$ cat config.mk
export PLATFORM = sky130hd
export DESIGN_NAME = run_skip_dump_frame_decoder
export DESIGN_NICKNAME = d
export VERILOG_FILES = /design/src/rsd_pkg.sv /design/src/rsd_fifo.sv /design/src/rsd_front.sv /design/src/rsd_back.sv /design/src/run_skip_dump_frame_decoder.sv
export VERILOG_INCLUDE_DIRS = /design/src /design/src/src
export SDC_FILE = /design/constraint.sdc
export NUM_CORES = 1
export LEC_CHECK = 0
export BUFFER_PORTS_ARGS = -buffer_cell sky130_fd_sc_hd__buf_4
export CELL_PAD_IN_SITES_DETAIL_PLACEMENT = 1
export CELL_PAD_IN_SITES_GLOBAL_PLACEMENT = 1
export CORE_MARGIN = 1
export CORE_UTILIZATION = 52
export CTS_CLUSTER_DIAMETER = 60
export DETAILED_ROUTE_END_ITERATION = 10
export PLACE_DENSITY_LB_ADDON = 0.1
export SYNTH_ARGS = -nofsm -noshare
export SYNTH_HDL_FRONTEND = slang
export SYNTH_SLANG_ARGS = --single-unit
$ cat constraint.sdc
create_clock -name clk -period 16.9 [get_ports clk]
set_input_delay 0.845 -clock clk [delete_from_list [all_inputs] [get_ports clk]]
set_output_delay 0.845 -clock clk [all_outputs]
set_load 0.02 [all_outputs]
$ cat src/run_skip_dump_frame_decoder_defines.svh
// Assertion macros shared by the run/skip/dump frame decoder RTL.
// Depends on nothing; included by the modules that carry checks.
`ifndef RUN_SKIP_DUMP_FRAME_DECODER_DEFINES_SVH
`define RUN_SKIP_DUMP_FRAME_DECODER_DEFINES_SVH

// Same-cycle implication, disabled while reset is asserted.
`define RSD_ASSERT_IMPL(label, clk, rst_n, ante, cons) \
	label: assert property (@(posedge clk) disable iff (!rst_n) (ante) |-> (cons)) \
		else $error("rsd check failed");

// Next-cycle implication, disabled while reset is asserted.
`define RSD_ASSERT_NEXT(label, clk, rst_n, ante, cons) \
	label: assert property (@(posedge clk) disable iff (!rst_n) (ante) |=> (cons)) \
		else $error("rsd check failed");

`endif

$ cat src/rsd_pkg.sv
// Shared types, codes and constants of the run/skip/dump frame decoder.
// Depends on nothing; used by every module of the block.
`default_nettype none

package rsd_pkg;

	localparam int OFFSET_BITS_DEF = 16;
	localparam int QUEUE_DEPTH_DEF = 4;

	localparam logic [15:0] FRAME_BYTES_RST = 16'd64000;
	localparam logic [23:0] STOP_TAIL       = 24'h800000;
	localparam logic [7:0]  LONG_OP         = 8'h80;
	localparam logic [16:0] COUNT_MAX       = 17'h1FFFF;

	localparam logic REQ_DATA  = 1'b0;
	localparam logic REQ_EMPTY = 1'b1;

	localparam logic RK_WRITE  = 1'b0;
	localparam logic RK_STATUS = 1'b1;

	typedef enum logic [3:0] {
		PH_TYPE_LO,
		PH_TYPE_HI,
		PH_RAW,
		PH_IGNORE,
		PH_OP,
		PH_DUMP,
		PH_RUN_CNT,
		PH_RUN_VAL,
		PH_LONG_LO,
		PH_LONG_HI,
		PH_LRUN_VAL
	} phase_t;

	typedef enum logic [1:0] {
		BK_RAW,
		BK_RSD,
		BK_OTHER
	} body_kind_t;

	// Opcode class of a byte seen at an opcode position.
	typedef enum logic [1:0] {
		BC_RUN,
		BC_SHORT_DUMP,
		BC_LONG,
		BC_SKIP
	} byte_class_t;

	typedef enum logic [2:0] {
		ST_OK,
		ST_BAD_STOP,
		ST_BAD_TYPE,
		ST_SIZE,
		ST_OVERRUN
	} status_t;

	typedef struct packed {
		logic        empty_req;
		logic        last;
		byte_class_t cls;
		logic [7:0]  data;
	} token_t;

	typedef struct packed {
		logic        kind;
		logic [15:0] wr_offset;
		logic [13:0] wr_length;
		logic [7:0]  wr_value;
		status_t     status;
	} result_t;

endpackage

`default_nettype wire

$ cat src/rsd_fifo.sv
// Short token queue between the front classifier and the back executor.
// Depends on rsd_pkg (token_t) and the assertion macro header.
`default_nettype none
`include "run_skip_dump_frame_decoder_defines.svh"

module rsd_fifo #(
	parameter int DEPTH = rsd_pkg::QUEUE_DEPTH_DEF
) (
	input  wire logic            clk,
	input  wire logic            arst_n,
	input  wire logic            push,
	input  rsd_pkg::token_t      push_tok,
	output logic                 full,
	input  wire logic            pop,
	output rsd_pkg::token_t      pop_tok,
	output logic                 not_empty
);

	localparam int PTR_W = (DEPTH > 1) ? $clog2(DEPTH) : 1;
	localparam int CNT_W = $clog2(DEPTH + 1);

	rsd_pkg::token_t mem_q [DEPTH];
	logic [PTR_W-1:0] wr_ptr_q, rd_ptr_q;
	logic [CNT_W-1:0] cnt_q;
	logic do_push, do_pop;

	assign full      = (cnt_q == CNT_W'(DEPTH));
	assign not_empty = (cnt_q != '0);
	assign do_push   = push && !full;
	assign do_pop    = pop && not_empty;
	assign pop_tok   = mem_q[rd_ptr_q];

	always_ff @(posedge clk) begin
		if (do_push) begin
			mem_q[wr_ptr_q] <= push_tok;
		end
	end

	always_ff @(posedge clk or negedge arst_n) begin
		if (!arst_n) begin
			wr_ptr_q <= '0;
			rd_ptr_q <= '0;
			cnt_q    <= '0;
		end else begin
			if (do_push) begin
				wr_ptr_q <= (wr_ptr_q == PTR_W'(DEPTH - 1)) ? '0 : wr_ptr_q + PTR_W'(1);
			end
			if (do_pop) begin
				rd_ptr_q <= (rd_ptr_q == PTR_W'(DEPTH - 1)) ? '0 : rd_ptr_q + PTR_W'(1);
			end
			if (do_push && !do_pop) begin
				cnt_q <= cnt_q + CNT_W'(1);
			end else if (do_pop && !do_push) begin
				cnt_q <= cnt_q - CNT_W'(1);
			end
		end
	end

	`RSD_ASSERT_IMPL(a_cnt_bound, clk, arst_n, 1'b1, cnt_q <= CNT_W'(DEPTH))
	`RSD_ASSERT_NEXT(a_pop_drains, clk, arst_n, do_pop && !do_push, cnt_q == $past(cnt_q) - CNT_W'(1))
	`RSD_ASSERT_NEXT(a_push_fills, clk, arst_n, do_push && !do_pop, cnt_q == $past(cnt_q) + CNT_W'(1))

endmodule

`default_nettype wire

$ cat src/rsd_front.sv
// Front end: accepts input words and tags each byte with its opcode class.
// Depends on rsd_pkg (token_t, byte_class_t, request codes).
`default_nettype none

module rsd_front (
	input  wire logic            s_tvalid,
	output logic                 s_tready,
	input  wire logic [7:0]      s_tdata,
	input  wire logic            s_tuser,
	input  wire logic            s_tlast,
	input  wire logic            q_full,
	output logic                 q_push,
	output rsd_pkg::token_t      q_tok
);

	rsd_pkg::byte_class_t cls;

	always_comb begin
		if (s_tdata == '0) begin
			cls = rsd_pkg::BC_RUN;
		end else if (!s_tdata[7]) begin
			cls = rsd_pkg::BC_SHORT_DUMP;
		end else if (s_tdata == rsd_pkg::LONG_OP) begin
			cls = rsd_pkg::BC_LONG;
		end else begin
			cls = rsd_pkg::BC_SKIP;
		end
	end

	assign s_tready        = !q_full;
	assign q_push          = s_tvalid && !q_full;
	assign q_tok.empty_req = (s_tuser == rsd_pkg::REQ_EMPTY);
	assign q_tok.last      = s_tlast;
	assign q_tok.cls       = cls;
	assign q_tok.data      = s_tdata;

endmodule

`default_nettype wire

$ cat src/rsd_back.sv
// Back end: record state machine, frame offset tracking, end-of-record checks
// and the output register. Depends on rsd_pkg and the assertion macro header.
`default_nettype none
`include "run_skip_dump_frame_decoder_defines.svh"

module rsd_back #(
	parameter int OFFSET_BITS = rsd_pkg::OFFSET_BITS_DEF
) (
	input  wire logic            clk,
	input  wire logic            arst_n,
	input  wire logic            cfg_we,
	input  wire logic [15:0]     cfg_wdata,
	input  wire logic            tok_valid,
	input  rsd_pkg::token_t      tok,
	output logic                 tok_pop,
	output logic                 res_valid,
	input  wire logic            res_ready,
	output rsd_pkg::result_t     res
);

	localparam int OFF_W = OFFSET_BITS + 1;
	localparam int SUM_W = ((OFF_W > 16) ? OFF_W : 16) + 1;
	localparam logic [SUM_W-1:0] OFF_MAX = {{(SUM_W - OFF_W){1'b0}}, {OFF_W{1'b1}}};

	rsd_pkg::phase_t     phase_q, phase_d;
	rsd_pkg::body_kind_t kind_q, kind_d;
	logic [OFF_W-1:0]    off_q, off_d;
	logic [13:0]         rem_q, rem_d;
	logic [7:0]          lo_q, lo_d;
	logic [23:0]         tail_q, tail_d;
	logic [16:0]         cnt_q, cnt_d;
	logic                stopped_q, stopped_d;
	logic                ovr_q, ovr_d;
	logic [15:0]         frame_q;
	logic                valid_q;
	rsd_pkg::result_t    out_q, res_d;

	logic                in_body, write_try, wr_fire, fits, produce, clear;
	logic [14:0]         adv_n;
	logic [SUM_W-1:0]    off_ext, sum;
	rsd_pkg::status_t    st;

	assign tok_pop = tok_valid && (!valid_q || res_ready);
	assign clear   = tok.empty_req || tok.last;
	assign in_body = (phase_q != rsd_pkg::PH_TYPE_LO) && (phase_q != rsd_pkg::PH_TYPE_HI);

	// Next phase.
	always_comb begin
		phase_d = phase_q;
		case (phase_q)
			rsd_pkg::PH_TYPE_LO: phase_d = rsd_pkg::PH_TYPE_HI;
			rsd_pkg::PH_TYPE_HI: begin
				if ({tok.data, lo_q} == 16'd0) begin
					phase_d = rsd_pkg::PH_RAW;
				end else if ({tok.data, lo_q} == 16'd1) begin
					phase_d = rsd_pkg::PH_OP;
				end else begin
					phase_d = rsd_pkg::PH_IGNORE;
				end
			end
			rsd_pkg::PH_OP: begin
				if (!stopped_q) begin
					case (tok.cls)
						rsd_pkg::BC_SHORT_DUMP: phase_d = rsd_pkg::PH_DUMP;
						rsd_pkg::BC_RUN:        phase_d = rsd_pkg::PH_RUN_CNT;
						rsd_pkg::BC_LONG:       phase_d = rsd_pkg::PH_LONG_LO;
						default:                phase_d = rsd_pkg::PH_OP;
					endcase
				end
			end
			rsd_pkg::PH_DUMP:     phase_d = (rem_q <= 14'd1) ? rsd_pkg::PH_OP : rsd_pkg::PH_DUMP;
			rsd_pkg::PH_RUN_CNT:  phase_d = rsd_pkg::PH_RUN_VAL;
			rsd_pkg::PH_RUN_VAL:  phase_d = rsd_pkg::PH_OP;
			rsd_pkg::PH_LRUN_VAL: phase_d = rsd_pkg::PH_OP;
			rsd_pkg::PH_LONG_LO:  phase_d = rsd_pkg::PH_LONG_HI;
			rsd_pkg::PH_LONG_HI: begin
				if (!tok.data[7]) begin
					phase_d = rsd_pkg::PH_OP;
				end else if (!tok.data[6]) begin
					phase_d = ({tok.data[5:0], lo_q} != 14'd0) ? rsd_pkg::PH_DUMP : rsd_pkg::PH_OP;
				end else begin
					phase_d = rsd_pkg::PH_LRUN_VAL;
				end
			end
			default: phase_d = phase_q;
		endcase
		if (clear) begin
			phase_d = rsd_pkg::PH_TYPE_LO;
		end
	end

	// Datapath actions and result.
	always_comb begin
		kind_d    = kind_q;
		rem_d     = rem_q;
		lo_d      = lo_q;
		stopped_d = stopped_q;
		adv_n     = '0;
		write_try = 1'b0;
		if (!tok.empty_req) begin
			case (phase_q)
				rsd_pkg::PH_TYPE_LO: lo_d = tok.data;
				rsd_pkg::PH_TYPE_HI: begin
					lo_d = '0;
					if ({tok.data, lo_q} == 16'd0) begin
						kind_d = rsd_pkg::BK_RAW;
					end else if ({tok.data, lo_q} == 16'd1) begin
						kind_d = rsd_pkg::BK_RSD;
					end else begin
						kind_d = rsd_pkg::BK_OTHER;
					end
				end
				rsd_pkg::PH_RAW: begin
					write_try = 1'b1;
					adv_n     = 15'd1;
				end
				rsd_pkg::PH_OP: begin
					if (!stopped_q) begin
						case (tok.cls)
							rsd_pkg::BC_SHORT_DUMP: rem_d = {6'd0, tok.data};
							rsd_pkg::BC_SKIP:       adv_n = {8'd0, tok.data[6:0]};
							default:                adv_n = '0;
						endcase
					end
				end
				rsd_pkg::PH_DUMP: begin
					write_try = 1'b1;
					adv_n     = 15'd1;
					rem_d     = (rem_q == '0) ? '0 : rem_q - 14'd1;
				end
				rsd_pkg::PH_RUN_CNT: rem_d = {6'd0, tok.data};
				rsd_pkg::PH_RUN_VAL, rsd_pkg::PH_LRUN_VAL: begin
					write_try = 1'b1;
					adv_n     = {1'b0, rem_q};
					rem_d     = '0;
				end
				rsd_pkg::PH_LONG_LO: lo_d = tok.data;
				rsd_pkg::PH_LONG_HI: begin
					if (!tok.data[7]) begin
						if ({tok.data, lo_q} == 16'd0) begin
							stopped_d = 1'b1;
						end else begin
							adv_n = {tok.data[6:0], lo_q};
						end
					end else begin
						rem_d = {tok.data[5:0], lo_q};
					end
				end
				default: adv_n = '0;
			endcase
		end

		off_ext = SUM_W'(off_q);
		sum     = off_ext + SUM_W'(adv_n);
		fits    = (sum <= SUM_W'(frame_q));
		wr_fire = write_try && (adv_n != '0) && fits;
		ovr_d   = ovr_q || (write_try && (adv_n != '0) && !fits);
		off_d   = (sum > OFF_MAX) ? OFF_MAX[OFF_W-1:0] : sum[OFF_W-1:0];

		cnt_d  = cnt_q;
		tail_d = tail_q;
		if (in_body) begin
			cnt_d  = (cnt_q == rsd_pkg::COUNT_MAX) ? cnt_q : cnt_q + 17'd1;
			tail_d = {tail_q[15:0], tok.data};
		end

		st = rsd_pkg::ST_OK;
		if (tok.empty_req) begin
			st = rsd_pkg::ST_OK;
		end else if (phase_q == rsd_pkg::PH_TYPE_LO) begin
			st = rsd_pkg::ST_SIZE;
		end else if (phase_q == rsd_pkg::PH_TYPE_HI) begin
			st = rsd_pkg::ST_OK;
		end else begin
			case (kind_q)
				rsd_pkg::BK_RAW: begin
					if (cnt_d != {1'b0, frame_q}) begin
						st = rsd_pkg::ST_SIZE;
					end else begin
						st = ovr_d ? rsd_pkg::ST_OVERRUN : rsd_pkg::ST_OK;
					end
				end
				rsd_pkg::BK_RSD: begin
					if ((cnt_d < 17'd3) || (tail_d != rsd_pkg::STOP_TAIL)) begin
						st = rsd_pkg::ST_BAD_STOP;
					end else begin
						st = ovr_d ? rsd_pkg::ST_OVERRUN : rsd_pkg::ST_OK;
					end
				end
				default: st = rsd_pkg::ST_BAD_TYPE;
			endcase
		end

		produce         = clear || wr_fire;
		res_d.kind      = clear ? rsd_pkg::RK_STATUS : rsd_pkg::RK_WRITE;
		res_d.wr_offset = wr_fire ? off_ext[15:0] : '0;
		res_d.wr_length = wr_fire ? adv_n[13:0] : '0;
		res_d.wr_value  = wr_fire ? tok.data : '0;
		res_d.status    = clear ? st : rsd_pkg::ST_OK;
	end

	always_ff @(posedge clk or negedge arst_n) begin
		if (!arst_n) begin
			frame_q   <= rsd_pkg::FRAME_BYTES_RST;
			phase_q   <= rsd_pkg::PH_TYPE_LO;
			kind_q    <= rsd_pkg::BK_RAW;
			off_q     <= '0;
			rem_q     <= '0;
			lo_q      <= '0;
			tail_q    <= '0;
			cnt_q     <= '0;
			stopped_q <= 1'b0;
			ovr_q     <= 1'b0;
			valid_q   <= 1'b0;
		end else begin
			if (cfg_we) begin
				frame_q <= cfg_wdata;
			end
			if (tok_pop) begin
				phase_q <= phase_d;
				if (clear) begin
					kind_q    <= rsd_pkg::BK_RAW;
					off_q     <= '0;
					rem_q     <= '0;
					lo_q      <= '0;
					tail_q    <= '0;
					cnt_q     <= '0;
					stopped_q <= 1'b0;
					ovr_q     <= 1'b0;
				end else begin
					kind_q    <= kind_d;
					off_q     <= off_d;
					rem_q     <= rem_d;
					lo_q      <= lo_d;
					tail_q    <= tail_d;
					cnt_q     <= cnt_d;
					stopped_q <= stopped_d;
					ovr_q     <= ovr_d;
				end
			end
			if (tok_pop && produce) begin
				valid_q <= 1'b1;
			end else if (res_ready) begin
				valid_q <= 1'b0;
			end
		end
	end

	always_ff @(posedge clk) begin
		if (tok_pop && produce) begin
			out_q <= res_d;
		end
	end

	assign res_valid = valid_q;
	assign res       = out_q;

	`RSD_ASSERT_IMPL(a_write_clean, clk, arst_n, valid_q && (out_q.kind == rsd_pkg::RK_WRITE), (out_q.status == rsd_pkg::ST_OK) && (out_q.wr_length != '0))
	`RSD_ASSERT_IMPL(a_fresh_record, clk, arst_n, phase_q == rsd_pkg::PH_TYPE_LO, (cnt_q == '0) && !ovr_q && !stopped_q && (off_q == '0))
	`RSD_ASSERT_NEXT(a_stop_sticky, clk, arst_n, stopped_q && !(tok_pop && clear), stopped_q)

endmodule

`default_nettype wire

$ cat src/run_skip_dump_frame_decoder.sv
// Top level of the run/skip/dump frame decoder: front classifier, token queue,
// back executor. Depends on rsd_pkg, rsd_front, rsd_fifo and rsd_back.
//
//   channel   direction  handshake          payload
//   s_*       in         s_tvalid/s_tready  tdata = data_byte, tuser = req_type, tlast = last_byte
//   m_*       out        m_tvalid/m_tready  tdata = offset/length/value/status, tuser = result_kind
//   cfg_*     in         cfg_we             cfg_wdata = frame_bytes
//
// Throughput: one word per cycle in and out while the queue is not full and the
// output is ready; the back end's single add-and-compare on the frame offset sets
// the pace. A word reaches a valid result through the queue, then the output
// register.
// Reset: arst_n clears the record state and sets frame_bytes to 64000.
// Stalls: the queue absorbs output back-pressure; s_tready drops only when the
// queue is full, and the result register keeps taking words while it drains.
`default_nettype none

module run_skip_dump_frame_decoder #(
	parameter int OFFSET_BITS = rsd_pkg::OFFSET_BITS_DEF,
	parameter int QUEUE_DEPTH = rsd_pkg::QUEUE_DEPTH_DEF
) (
	input  wire logic        clk,
	input  wire logic        arst_n,
	// frame_bytes register write
	input  wire logic        cfg_we,
	input  wire logic [15:0] cfg_wdata,
	// record bytes
	input  wire logic        s_tvalid,
	output logic             s_tready,
	input  wire logic [7:0]  s_tdata,   // [7:0] data_byte
	input  wire logic        s_tuser,   // [0] req_type
	input  wire logic        s_tlast,   // last_byte
	// frame writes and end-of-record status
	output logic             m_tvalid,
	input  wire logic        m_tready,
	output logic [47:0]      m_tdata,   // [15:0] write_offset, [29:16] write_length,
	                                    // [37:30] write_value, [40:38] status, rest zero
	output logic             m_tuser    // [0] result_kind
);

	rsd_pkg::token_t  push_tok, pop_tok;
	rsd_pkg::result_t res;
	logic             q_full, q_push, q_pop, q_not_empty;

	// Tag each accepted byte with its opcode class.
	rsd_front u_front (
		.s_tvalid (s_tvalid),
		.s_tready (s_tready),
		.s_tdata  (s_tdata),
		.s_tuser  (s_tuser),
		.s_tlast  (s_tlast),
		.q_full   (q_full),
		.q_push   (q_push),
		.q_tok    (push_tok)
	);

	// Hold classified words until the back end can take them.
	rsd_fifo #(
		.DEPTH (QUEUE_DEPTH)
	) u_fifo (
		.clk       (clk),
		.arst_n    (arst_n),
		.push      (q_push),
		.push_tok  (push_tok),
		.full      (q_full),
		.pop       (q_pop),
		.pop_tok   (pop_tok),
		.not_empty (q_not_empty)
	);

	// Advance the record state and emit writes and status.
	rsd_back #(
		.OFFSET_BITS (OFFSET_BITS)
	) u_back (
		.clk       (clk),
		.arst_n    (arst_n),
		.cfg_we    (cfg_we),
		.cfg_wdata (cfg_wdata),
		.tok_valid (q_not_empty),
		.tok       (pop_tok),
		.tok_pop   (q_pop),
		.res_valid (m_tvalid),
		.res_ready (m_tready),
		.res       (res)
	);

	// Pack the result fields, lowest field first, zero-filled to six bytes.
	assign m_tdata = {7'd0, res.status, res.wr_value, res.wr_length, res.wr_offset};
	assign m_tuser = res.kind;

endmodule

`default_nettype wire

; Yosys cells after proc, flatten, opt, wreduce, memory -nomap -nowiden
; Memories as Yosys holds them, arrays and structs flattened.
; Index checks and enable logic that the tools add are counted.
[word_totals]
ff_bits = 154
ram_bits = 48
wordCells = 174
out_inout_bits = 51
memories = 1
[classes]
n_bitwise = 1
eq_ne = 27
muxes = 64
magnitude_cmp = 4
reduce_logical = 50
n_addsub = 7
[mem_list]
columns = name, words, width, read_ports, rd_clocked_by_memory_dff, write_ports, line
row1 = u_fifo.mem_q, 4, 12, 1, 0, 1, rsd_fifo.sv:22  ; rsd_pkg::token_t mem_q [DEPTH];
[ops]
columns = cell, count
row1 = $mux W17, 5
row2 = $mux W14, 6
row3 = $pmux W14 S5, 1
row4 = $mux W15, 4
row5 = $pmux W15 S4, 1
row6 = $mux W24, 2
row7 = $pmux W4 S8, 1
row8 = $ne A24 B24 Y1 const B, 1
row9 = $mux W2, 11
row10 = $mux W4, 5
row11 = $add A17 B15 Y18, 1
row12 = $gt A18 B17 Y1 const B, 1
row13 = $le A18 B16 Y1, 1
row14 = $mux W3, 6
row15 = $add A17 B1 Y17 const B, 1
row16 = $eq A17 B17 Y1 const B, 1
row17 = $lt A17 B2 Y1 const B, 1
row18 = $ne A17 B16 Y1, 1
row19 = $eq A16 B1 Y1 const B, 1
row20 = $eq A4 B3 Y1 const B, 4
row21 = $logic_not A16 Y1, 1
row22 = $mux W1, 16
row23 = $mux W8, 2
row24 = $pmux W8 S2, 1
row25 = other kinds (40), 78

; Depth between registers and ports, before layout
; Gate-level depths: netlist of run 1.
; An unclocked memory read counts as a cell.
[depth]
word_depth = 16
depth_mapped = 26

; By module
; A second synthesis of run 1 with hierarchy kept.
[unflattened]
cells_unflattened = 1162
hier_area_um2 = 11913.9
[modules_own_cells]
columns = module, cells_per_inst, n_inst, area_per_inst_um2
row1 = rsd_back, 1038, 1, 9522.9
row2 = rsd_fifo, 100, 1, 2230.9
row3 = rsd_front, 16, 1, 103.8
row4 = run_skip_dump_frame_decoder, 8, 1, 56.3

; Worst setup path before layout of run 1
; Ideal clock, no wire load.
[synth_path]
path_type = reg-to-reg
from = register u_fifo.rd_ptr_q[0]
to = register u_back.out_q (netlist bit u_back.res[0]) (enable)
arrival_ns = 6.992
path_slack_ns = 9.466
required_time_ns = 16.459
path_stages_with_launch = 27
period_less_slack_ns = 7.434
path_cell_list = dfrtp_1 > buf_6 > buf_6 > mux4_2 > or4_1 > nor3_1 > and3_1 > and3_1 > nor2b_1 > a22o_1 > ha_1 > o21a_1 > o31a_1 > o221a_2 > o21a_1 > o21ai_0 > nor3b_1 > nor2_1 > ha_1 > a21oi_1 > o21ai_0 > a211oi_1 > o21ai_0 > o221ai_1 > o21a_1 > a21oi_1 > nor2_1
[synth_via]
elab_chain_len = 11
[synth_rtl]
columns = item, line
row1 = "start, declared", rsd_fifo.sv:23  ; logic [PTR_W-1:0] wr_ptr_q, rd_ptr_q;
row2 = "start signal, assigned", rsd_fifo.sv:49  ; rd_ptr_q <= (rd_ptr_q == PTR_W'(DEPTH - 1)) ? '0 : rd_ptr_q + PTR_W'(1);
row3 = $mem_v2 Z4 W12 (*), -
row4 = $logic_not A16 Y1 / $eq A2 B2 Y1 (equally long branches), "rsd_back.sv:140, rsd_back.sv:119"
row5 = $mux W15 / $mux W7 (equally long branches), "rsd_back.sv:140, rsd_back.sv:119"
row6 = $mux W15 (on tied branches), "rsd_back.sv:139, rsd_back.sv:118"
row7 = $pmux W15 S4, rsd_back.sv:101  ; case (phase_q)
row8 = $mux W15 (*), rsd_back.sv:100  ; if (!tok.empty_req) begin
row9 = named net u_back.adv_n[3], rsd_back.sv:39  ; logic [14:0] adv_n;
row10 = $add A17 B15 Y18 / $reduce_bool A15 Y1 (equally long branches), "rsd_back.sv:154, rsd_back.sv:156"
row11 = $le A18 B16 Y1 / $logic_and A1 B1 Y1 (equally long branches), "rsd_back.sv:155, rsd_back.sv:156"
row12 = $logic_and A1 B1 Y1 (*), rsd_back.sv:156  ; wr_fire = write_try && (adv_n != '0) && fits;
row13 = $logic_or A1 B1 Y1 (*), rsd_back.sv:194  ; produce = clear || wr_fire;
row14 = $logic_and A1 B1 Y1 (*), rsd_back.sv:250  ; if (tok_pop && produce) begin
row15 = "end signal, assigned", rsd_back.sv:251  ; out_q <= res_d;
row16 = "end, declared", rsd_back.sv:36  ; rsd_pkg::result_t out_q, res_d;
; Mark *: on every way through the listed nets, which the timed path passes. The rest lies on a longest branch.
; A chain may end at the register's enable or synchronous reset.

; Worst setup path in the final report of run 1
[layout_path]
from = register u_fifo.rd_ptr_q[0]
to = register u_back.out_q (netlist bit u_back.res[35]) (enable)
; Same word-level chain as after synthesis.

==> key figures, run 1 <==
Placement
  • Final HPWL DP: 24,400 um
  • Setup WS pre-CTS: 8.81 ns
  • Gpl congestion: between 0.8 and 0.9
  • Dpl cell area: between 10,000 and 15,000 um2
  • IO Port Bufs: 74

Setup path
  • Critical path class: register to register
  • Worst path cell trace: mux4_2 -> or4_1 -> nor3_1 -> and3_1 -> and3_1 -> nor2b_1 -> a22o_1 -> ha_1 -> o21ai_0 -> o21ai_0 -> a41oi_1 -> o21ai_0 -> a21oi_1 -> xnor2_1 -> ha_1 -> a21oi_1 -> o21ai_0 -> a211oi_1 -> o21ai_0 -> o221ai_1 -> o21a_1 -> buf_4 -> a21oi_1 -> nor2_4
  • CP required: around 17 ns
  • Crit start category: register
  • CP max-delay cell: nor2_4
  • Critical path fanouts, max: 42
  • Worst path arrival time: ~8.3 ns
  • Cell class contributing the biggest share of worst-path delay: compound AO/OA/AOI/OAI gates
  • Critical path capture point type: register
  • Buf+Inv Stages, Crit Path: 1
  • Most used cell along the critical path: o21ai_0
  • Worst path max stage delay: approximately 0.94 ns

Drt
  • ANT nets after route: 0
  • DR iter-0 viols: ~710
  • First drt pass iteration count: 6
  • Total number of vias: about 9,500
  • WL/cell: approximately 24 um
  • Vias per cell: 6.55
  • # DRC: 0
  • DRT Wirelength: 35,200 um

Power
  • P_leak: 5.44 nW
  • Maximum VDD drop: ~0.11 mV
  • Pwr Density: approximately 140 nW/um2

Clock network
  • TritonCTS buffer count: 23
  • Hold buffers post-CTS: 0
  • CTS HTree Levels: 1
  • Root Driver: clkbuf_16
  • Worst-Skew Late Latency: around 0.53 ns
  • Postcts setup bufs: 0
  • Maximum root-to-sink buffer count: 3
  • CTS resizes: 0
  • CTS tree: built
  • CTS sink count: about 200
  • Reg clk slew, reported paths: 0.06 ns

Die
  • Die Y-Extent: approximately 150 um
  • Initial core utilization: 0.534
  • Die span in x: 150 um
  • Core region area: 21,200 um2
  • Ports: a little over 80
  • Total die area: roughly 22,000 um2
  • # rows: 53

GRT
  • Total GRT Usage: 0.323
  • Gr ovfl total: 0
  • First-pass GRT wire length: between 50,000 and 60,000 um
  • Antenna violations before repair: 0
  • Vias in the first global route: a little under 10,000
  • Pin count of the biggest net entering global routing: 64

Layout
  • Cell area after layout: 12,700 um2
  • ANT cells: 0
  • Area delta synth->final: 12.2%
  • FILL cells: approximately 2,300
  • Layout net count: roughly 1,200
  • Layout cells sized above 1: 0.144

Yosys
  • Mapped Cells: 1,104
  • Synthesized flop and latch total: ~200
  • Synth warn: 0
  • Syn avg cell area: 10.3 um2
  • Top_reg_cell synth: dfrtp_1
  • EDFF count, synth: 90
  • Count of different cell masters after synthesis: 89
  • Syn Std Cell Area: 11,300 um2
  • Post-synthesis async set-or-reset flop share: 0.554
  • Seq/Total Area, Yosys: 0.486

STA
  • Tightest Pin Transition: between 1 and 1.5 ns
  • Setup_tns: 0 ns
  • Skew final: a little under 0.03 ns
  • Final slew viol count: 0
  • RSZ-0062 raised after global routing: no
  • Slew margin rel.: 0.145
  • Final worst setup slack: 8.70 ns
  • Max Freq: 122 MHz
  • Period minus WS final: ~8.2 ns
  • Hold Vio Cnt, Final: 0
  • Final setup fails: 0
  • Period utilisation layout: 0.485

Outcome
  • Status: finished, final reports clean

Job
  • Max_cap viols: 0

Hold path
  • Worst min-delay path class: input pin to asynchronous set/reset pin
-- final timing paths --
path	slack (ns)	from	cells after the start	to
max	8.70	u_fifo.rd_ptr_q[0]	24	u_back.res[35]
max in group asynchronous	15.17	arst_n	2	u_fifo.cnt_q[2]
min	0.45	arst_n	1	u_back.cnt_q[14]
min reg2reg	0.50	u_back.tail_q[23]	1	u_back.tail_q[23]
max reg2reg	8.70	u_fifo.rd_ptr_q[0]	24	u_back.res[35]
min in group clk	0.50	u_back.tail_q[23]	1	u_back.tail_q[23]
-- cells in the mapped netlist (8+ instances only) --
library cell	count	share of area
a21o_1	10	0.0066
inv_1	41	0.014
nor2_1	59	0.020
mux4_2	12	0.024
or3_1	10	0.0055
and2_1	10	0.0055
o31ai_1	15	0.0099
nand2_1	116	0.038
xor2_1	14	0.011
nor2b_1	9	0.0050
a211oi_1	12	0.0079
edfxtp_1	90	0.24
nand4_1	10	0.0055
a22oi_1	10	0.0066
o21ai_0	111	0.049
nand3_1	26	0.011
clkbuf_1	49	0.016
xnor2_1	24	0.019
ha_1	40	0.044
a22o_1	48	0.037
a21oi_1	38	0.017
nand2b_1	8	0.0044
buf_4	8	0.0053
and3_1	45	0.025
a31oi_1	10	0.0055
dfrtp_1	106	0.23
nor4_1	15	0.0083
nor3_1	25	0.011
-- per-stage QoR --
stage	power, mW	std cells	util	hold WS, ns
after CTS	1.79	1446	0.600	0.468
after global routing	1.86	1446	0.600	0.502
after floorplan	1.07	1110	-	0.457
after detailed placement	1.32	1404	0.567	0.486
after global placement	1.29	1404	0.567	0.483
final	1.79	1446	0.600	0.445
-- registers in the layout (all words and copies together) (netlist names) --
signal / cells
u_back.cnt_q: 17
u_back.frame_q: 16
u_back.kind_q: 2
u_back.lo_q: 8
u_back.off_q: 17
u_back.ovr_q: 1
u_back.phase_q: 4
u_back.rem_q: 14
u_back.res: 42
u_back.res_valid: 1
u_back.stopped_q: 1
u_back.tail_q: 24
u_fifo.cnt_q: 3
u_fifo.mem_q: 48
u_fifo.rd_ptr_q: 2
u_fifo.wr_ptr_q: 2
-- logic make-up after synthesis --
group	count (synthesis)	share of synthesized area
adders and majority gates	42	0.0477
buffers and inverters	111	0.0443
xor gates and xnor gates	39	0.0313
DFF	202	0.486
muxes	20	0.0327
and+or+nand+nor	371	0.168
other	1	0.000331
AOI/OAI and AO/OA	318	0.190
-- cell type report --
type | instances | area [um2] | share of cell area
Sequential cell | 202 | 5510 | 0.433
Tap cell | 275 | 344 | 0.0270
Multi-Input combinational cell | 797 | 5360 | 0.421
Timing Repair Buffer | 88 | 661 | 0.0519
Clock buffer | 31 | 636 | 0.0499
Inverter | 42 | 158 | 0.0124
Clock inverter | 11 | 57.6 | 0.00452
-- metal layers --
metal	up-vias	GRT usage	wire length [um]
met2	332	0.546	17500
li1	4232	-	-
met3	105	0.0491	2090
met4	0	0.130	1320
met5	-	0	0
met1	4800	0.416	14300
-- layout by cell type (no fill, tap or decap), types with 12 or more instances in the layout --
cell type  Yosys  final
xor2_1        14     14
buf_4          8     88
dfrtp_1      106    106
inv_1         41     41
ha_1          40     40
a22o_1        48     48
nor4_1        15     15
and3_1        45     45
o21ai_0      111    110
a211oi_1      12     12
nand2_1      116    116
nor2_1        59     58
nor3_1        25     25
nand3_1       26     26
a21oi_1       38     38
edfxtp_1      90     90
xnor2_1       24     24
mux4_2        12     12
o31ai_1       15     15
clkbuf_16      0     23
-- power breakdown --
| group | total (mW) | internal, mW | switching (mW) |
|---|---|---|---|
| combinational | 0.613 | 0.195 | 0.418 |
| clock | 0.470 | 0.263 | 0.207 |
| sequential | 0.702 | 0.635 | 0.0679 |
No activity file was read; power rests on OpenSTA's default activity.
==> run 2: changes to the inputs <==
--- a/config.mk
+++ b/config.mk
@@ -6,11 +6,12 @@
 export SDC_FILE = /design/constraint.sdc
 export NUM_CORES = 1
 export LEC_CHECK = 0
+export ABC_AREA = 1
 export BUFFER_PORTS_ARGS = -buffer_cell sky130_fd_sc_hd__buf_4
 export CELL_PAD_IN_SITES_DETAIL_PLACEMENT = 1
 export CELL_PAD_IN_SITES_GLOBAL_PLACEMENT = 1
 export CORE_MARGIN = 1
-export CORE_UTILIZATION = 52
+export CORE_UTILIZATION = 42
 export CTS_CLUSTER_DIAMETER = 60
 export DETAILED_ROUTE_END_ITERATION = 10
 export PLACE_DENSITY_LB_ADDON = 0.1
==> constraint.sdc (replaced) <==
create_clock -name clk -period 7.2 [get_ports clk]
set_input_delay 0.36 -clock clk [delete_from_list [all_inputs] [get_ports clk]]
set_output_delay 0.36 -clock clk [all_outputs]
set_load 0.02 [all_outputs]
==> key figures, run 2 <==
Layout
  • Max reg flops: 48
  • Layout net count: ~1,600
  • Register name with the most flops: u_fifo.mem_q
  • Cell area after layout: ~13,000 um2
  • Area delta synth->final: 14.3%
  • Commonest non-fill, non-tap cell in the layout: nand2_1
  • ANT cells: 0
  • Register area: 5510 um2
  • Final design utilization: 0.491
  • Layout cells sized above 1: 0.120
  • Leading cell types in the layout, fill and taps excluded: 326 x nand2_1, 173 x inv_1, 135 x o21ai_0
  • FILL cells: 3,269
  • Multi-input logic area: around 5100 um2

STA
  • RSZ-0062 raised after global routing: no
  • Period minus WS final: approximately 6.3 ns
  • Max Freq: ~160 MHz
  • Period utilisation layout: 0.879
  • Final setup fails: 0
  • Tightest Pin Transition: ~1.2 ns
  • Final slew viol count: 0
  • Hold_ws: roughly 0.018 ns
  • Skew final: 0.0277 ns
  • Slew margin rel.: 0.215
  • Setup_tns: 0 ns
  • Hold Vio Cnt, Final: 0

Yosys
  • Synth warn: 0
  • Cell accounting for the most synthesized area: edfxtp_1
  • Seq/Total Area, Yosys: 0.475
  • Syn Std Cell Area: around 12,000 um2
  • Mapped Cells: 1,415
  • Top cells by count, synth: 327 x nand2_1, 173 x inv_1, 135 x o21ai_0
  • Most common cell in the netlist: nand2_1
  • Top_reg_cell synth: dfrtp_1
  • EDFF count, synth: 90
  • Post-synthesis async set-or-reset flop share: 0.554
  • Synth top area share: 0.233
  • Syn avg cell area: just over 8 um2
  • Count of different cell masters after synthesis: 54
  • Ranking of synthesized cells by area: edfxtp_1 23%, dfrtp_1 23%, nand2_1 11%, o21ai_0 5.8%, inv_1 5.6%
  • Synthesized flop and latch total: a little over 200

Clock network
  • Root Driver: clkbuf_16
  • Maximum root-to-sink buffer count: 3
  • TritonCTS buffer count: 26
  • CTS sink count: just over 200
  • CTS tree: built
  • Postcts setup bufs: 0
  • Worst-Skew Late Latency: ~0.56 ns
  • CTS HTree Levels: 1
  • Reg clk slew, reported paths: ~0.060 ns

Setup path
  • Critical path fanouts, max: 30
  • Worst path max stage delay: between 0.5 and 0.6 ns
  • Worst path arrival time: around 6.8 ns
  • Most used cell along the critical path: nand2_1
  • Crit start category: register
  • Critical path class: register to register
  • CP required: ~7.6 ns
  • CP max-delay cell: dfrtp_1
  • Critical path capture point type: register

Drt
  • DR iter-0 viols: 565
  • ANT nets after route: 0
  • DRT Wirelength: 34,200 um
  • Vias per cell: 5.39
  • Total number of vias: 9,937
  • First drt pass iteration count: 5
  • # DRC: 0
  • WL/cell: 18.5 um

Placement
  • Gpl congestion: slightly below 0.9
  • Dpl cell area: 12,400 um2
  • IO Port Bufs: between 70 and 80
  • Final HPWL DP: 24,600 um

Outcome
  • Status: finished, final reports clean

Power
  • Total power: roughly 4.6 mW
  • Pwr Density: between 300 and 400 nW/um2
  • Maximum VDD drop: 0.213 mV
  • P_leak: approximately 6 nW

GRT
  • Total GRT Usage: 0.247
  • First-pass GRT wire length: between 50,000 and 60,000 um
  • Antenna violations before repair: 0
  • Gr ovfl total: 0
  • Pin count of the biggest net entering global routing: 69
  • Vias in the first global route: 10,300

Hold path
  • Worst min-delay path class: input pin to register

Die
  • Initial core utilization: 0.430
  • Ports: 82
  • Total die area: 28,300 um2
  • Die Y-Extent: roughly 170 um
  • Core region area: approximately 27,000 um2
  • Die span in x: 168 um
  • # rows: 60

Job
  • Max_cap viols: 0
-- run 2: cell types whose count changed in the layout (fill, tap and decap cells not counted), sizes merged, moves of 11 or more --
cell,previous run,this run
a22o,51,3
and3,46,0
inv,42,185
mux4,13,0
nand2,117,333
nand3,26,111
nand4,10,21
nor2,60,140
o21ai,114,144
o22ai,2,30
o31ai,15,1
xnor2,24,9
xor2,14,27
-- run 2: cell families after synthesis --
| kind of cell | after synthesis | share of synthesized area |
|---|---|---|
| other | 1 | 0.000323 |
| AND/OR/NAND/NOR | 637 | 0.237 |
| XOR/XNOR | 36 | 0.0271 |
| adder cells (fa/ha/maj) | 42 | 0.0465 |
| flip-flops | 202 | 0.475 |
| AO/OA/AOI/OAI | 254 | 0.125 |
| buffers and inverters | 243 | 0.0890 |
-- run 2: path summary, 6_finish.rpt --
| check | startpoint | endpoint | slack [ns] | cells past startpoint |
|---|---|---|---|---|
| worst max-delay path | u_fifo.rd_ptr_q[1] | u_back.res[9] | 0.87 | 28 |
| worst min-delay path | s_tdata[4] | u_fifo.mem_q[3][4] | 0.02 | 1 |
| worst max register to register | u_fifo.rd_ptr_q[1] | u_back.res[9] | 0.87 | 28 |
| worst min register to register | u_back.tail_q[21] | u_back.tail_q[21] | 0.50 | 2 |
| max in group asynchronous | arst_n | u_back.lo_q[3] | 5.42 | 3 |
| min in group asynchronous | arst_n | u_back.cnt_q[14] | 0.39 | 2 |
-- run 2: worst max-delay path, delay by kind of cell (launching register included) --
kind                       cells  cell delay (ns)
adders and majority gates      2             0.78
and+or+nand+nor               17             2.47
AOI/OAI and AO/OA              4             1.02
DFF                            1             0.59
xor gates and xnor gates       1             0.27
buffers and inverters          4             1.03
-- run 2: layout make-up --
| class | count | share of cell area |
|---|---|---|
| multi-input combinational | 976 | 0.385 |
| sequential | 202 | 0.415 |
| clock buffer | 32 | 0.0515 |
| timing repair buffer | 92 | 0.0532 |
| clock inverter | 16 | 0.0104 |
| tap | 341 | 0.0321 |
| inverter | 186 | 0.0528 |
-- run 2: power breakdown --
group	internal (mW)	switching (mW)	leakage, nW	total [mW]
combinational	0.466	1.23	3.20	1.69
sequential	1.50	0.128	2.36	1.63
clock	0.714	0.526	0.389	1.24
total	2.68	1.88	5.95	4.56
-- run 2: per-layer routing --
layer,GRT usage,wire (um),up-vias
met5,0,0,-
met4,0.0589,692,0
met3,0.0284,1210,47
met2,0.422,16300,194
met1,0.336,16000,4861
li1,-,-,4835
-- run 2: stage by stage --
step                      cells  setup WS [ns]
after floorplan            1421           1.85
after detailed placement   1791          0.947
after CTS                  1845          0.794
after global routing       1845          0.279
final                      1845          0.870
after global placement     1791           1.19
-- run 2: repair_timing --
action / 4_1_cts / 5_1_grt
hold endpoints to repair: 57 / 0
gates resized for setup: 0 / 0
hold buffers: 6 / 0
setup endpoints to repair: 0 / 0
==> run 3: changes to the inputs <==
==> constraint.sdc (replaced) <==
create_clock -name clk -period 7.2 [get_ports clk]
set_input_delay 1.08 -clock clk [delete_from_list [all_inputs] [get_ports clk]]
set_output_delay 1.08 -clock clk [all_outputs]
set_load 0.02 [all_outputs]
==> key figures, run 3 (same netlist as run 2, synthesis figures left out) <==
Outcome
  • Status: finished, final reports clean

Placement
  • Gpl congestion: approximately 0.9
  • Final HPWL DP: approximately 25,000 um
  • IO Port Bufs: 74
  • Setup WS pre-CTS: 0.916 ns
  • Post-Place Cells: between 1,500 and 2,000

Setup path
  • Worst path max stage delay: 0.59 ns
  • Most used cell along the critical path: nand2_1
  • CP max-delay cell: dfrtp_1
  • Critical path capture point type: register
  • Critical path fanouts, max: 19
  • Critical path class: register to register
  • Crit start category: register
  • CP required: around 7.4 ns
  • R2r setup slk: between 0.9 and 1 ns
  • Worst path arrival time: between 6 and 7 ns

Die
  • Initial core utilization: 0.430
  • Die Y-Extent: between 150 and 200 um
  • Die span in x: ~170 um
  • # rows: 60
  • Total die area: between 20,000 and 30,000 um2
  • Ports: 82
  • Core region area: 27,000 um2

Power
  • Switch share: 0.408
  • Clock Power Share: 0.271
  • Maximum VDD drop: 0.206 mV
  • Pwr Density: ~350 nW/um2
  • Int Pwr: 2.70 mW
  • P_leak: a little under 6 nW
  • Sequential share of power: 0.358
  • Combinational power share: 0.371
  • NetSw: 1.86 mW

Drt
  • ANT nets after route: 0
  • # DRC: 0
  • DR iter-0 viols: 578
  • DRT Wirelength: roughly 34,000 um
  • WL/cell: 18.6 um
  • Total number of vias: just under 10,000
  • First drt pass iteration count: 7
  • Vias per cell: between 5 and 6

Clock network
  • Maximum root-to-sink buffer count: 3
  • Postcts setup bufs: 0
  • Root Driver: clkbuf_16
  • Hold buffers post-CTS: 0
  • TritonCTS buffer count: 25
  • CTS tree: built
  • Worst-Skew Late Latency: approximately 0.54 ns
  • Reg clk slew, reported paths: about 0.060 ns
  • CTS resizes: 0
  • CTS HTree Levels: 1
  • CTS sink count: about 200

GRT
  • Vias in the first global route: just over 10,000
  • Gr ovfl total: 0
  • Antenna violations before repair: 0
  • Pin count of the biggest net entering global routing: slightly below 70
  • First-pass GRT wire length: around 56,000 um
  • Total GRT Usage: 0.250

Layout
  • Multi-input logic area: between 5000 and 6000 um2
  • Leading cell types in the layout, fill and taps excluded: 326 x nand2_1, 173 x inv_1, 135 x o21ai_0
  • Area delta synth->final: 13.6%
  • Max reg flops: 48
  • ANT cells: 0
  • Final design utilization: 0.488
  • Register name with the most flops: u_fifo.mem_q
  • Commonest non-fill, non-tap cell in the layout: nand2_1
  • Non-Filler Instances: ~1,800
  • Register area: around 5500 um2
  • FILL cells: 3,257
  • Layout cells sized above 1: 0.120
  • Layout net count: 1,550

STA
  • Final worst setup slack: between 0.9 and 1 ns
  • Period minus WS final: 6.25 ns
  • Final slew viol count: 0
  • Hold_ws: just under 0.5 ns
  • Skew final: 0.0206 ns
  • Tightest Pin Transition: roughly 1.2 ns
  • Final setup fails: 0
  • Hold Vio Cnt, Final: 0
  • Slew margin rel.: 0.218
  • Period utilisation layout: 0.868
  • Setup_tns: 0 ns
  • Max Freq: around 160 MHz
  • RSZ-0062 raised after global routing: no

Hold path
  • Worst min-delay path class: register to register

Job
  • Max_cap viols: 0
==> run 3: cell types whose count changed in the layout (fill, tap and decap cells not counted), moves of 2 or more <==
cell and delta:
dlygate4sd3_1 -6, clkbuf_1 +4, clkinv_1 -4, clkinvlp_4 -2
==> run 3: through the flow <==
step	cell area [um2]	total power [mW]
CTS	13200	4.61
finish	13200	4.56
floorplan	11600	2.71
global placement	12400	3.31
detailed placement	12400	3.35
global route	13200	4.81
==> run 3: final timing paths <==
path | start | end | depth (start not counted)
hold reg to reg | u_back.tail_q[21] | u_back.tail_q[21] | 2
hold / removal | u_back.tail_q[21] | u_back.tail_q[21] | 2
setup / recovery | u_fifo.rd_ptr_q[1] | u_back.res[40] | 28
min in group asynchronous | arst_n | u_back.cnt_q[8] | 1
setup reg to reg | u_fifo.rd_ptr_q[1] | u_back.res[40] | 28
max in group asynchronous | arst_n | u_back.phase_q[3] | 2
==> run 3: cell type report <==
class,instances,area share
multi-input combinational,976,0.387
tap,341,0.0323
sequential,202,0.418
clock buffer,36,0.0521
clock inverter,10,0.00816
timing repair buffer,86,0.0489
inverter,186,0.0531
==> run 3: layer usage <==
metal | vias to the layer above | global-route usage | wire, um | share of wire
li1 | 4820 | - | - | -
met1 | 4817 | 0.348 | 16100 | 0.47
met2 | 168 | 0.417 | 16200 | 0.47
met3 | 47 | 0.0282 | 1110 | 0.032
met4 | 0 | 0.0617 | 800 | 0.023
met5 | - | 0 | 0 | 0
==> run 3: critical path, delay by kind of cell (launching register included) <==
kind,cells,cell delay [ns]
simple gates,17,2.26
compound gates,4,1.01
buf+inv,4,0.96
fa+ha+maj,2,0.78
flops,1,0.59
xor+xnor,1,0.27
==> run 3: power by group through the flow <==
stage	logic (mW)	registers [mW]	clock network (mW)
finish	1.69	1.63	1.23
global route	1.85	1.65	1.30
CTS	1.71	1.63	1.26
detailed placement	1.70	1.65	0
global placement	1.66	1.65	0
floorplan	0.951	1.76	0
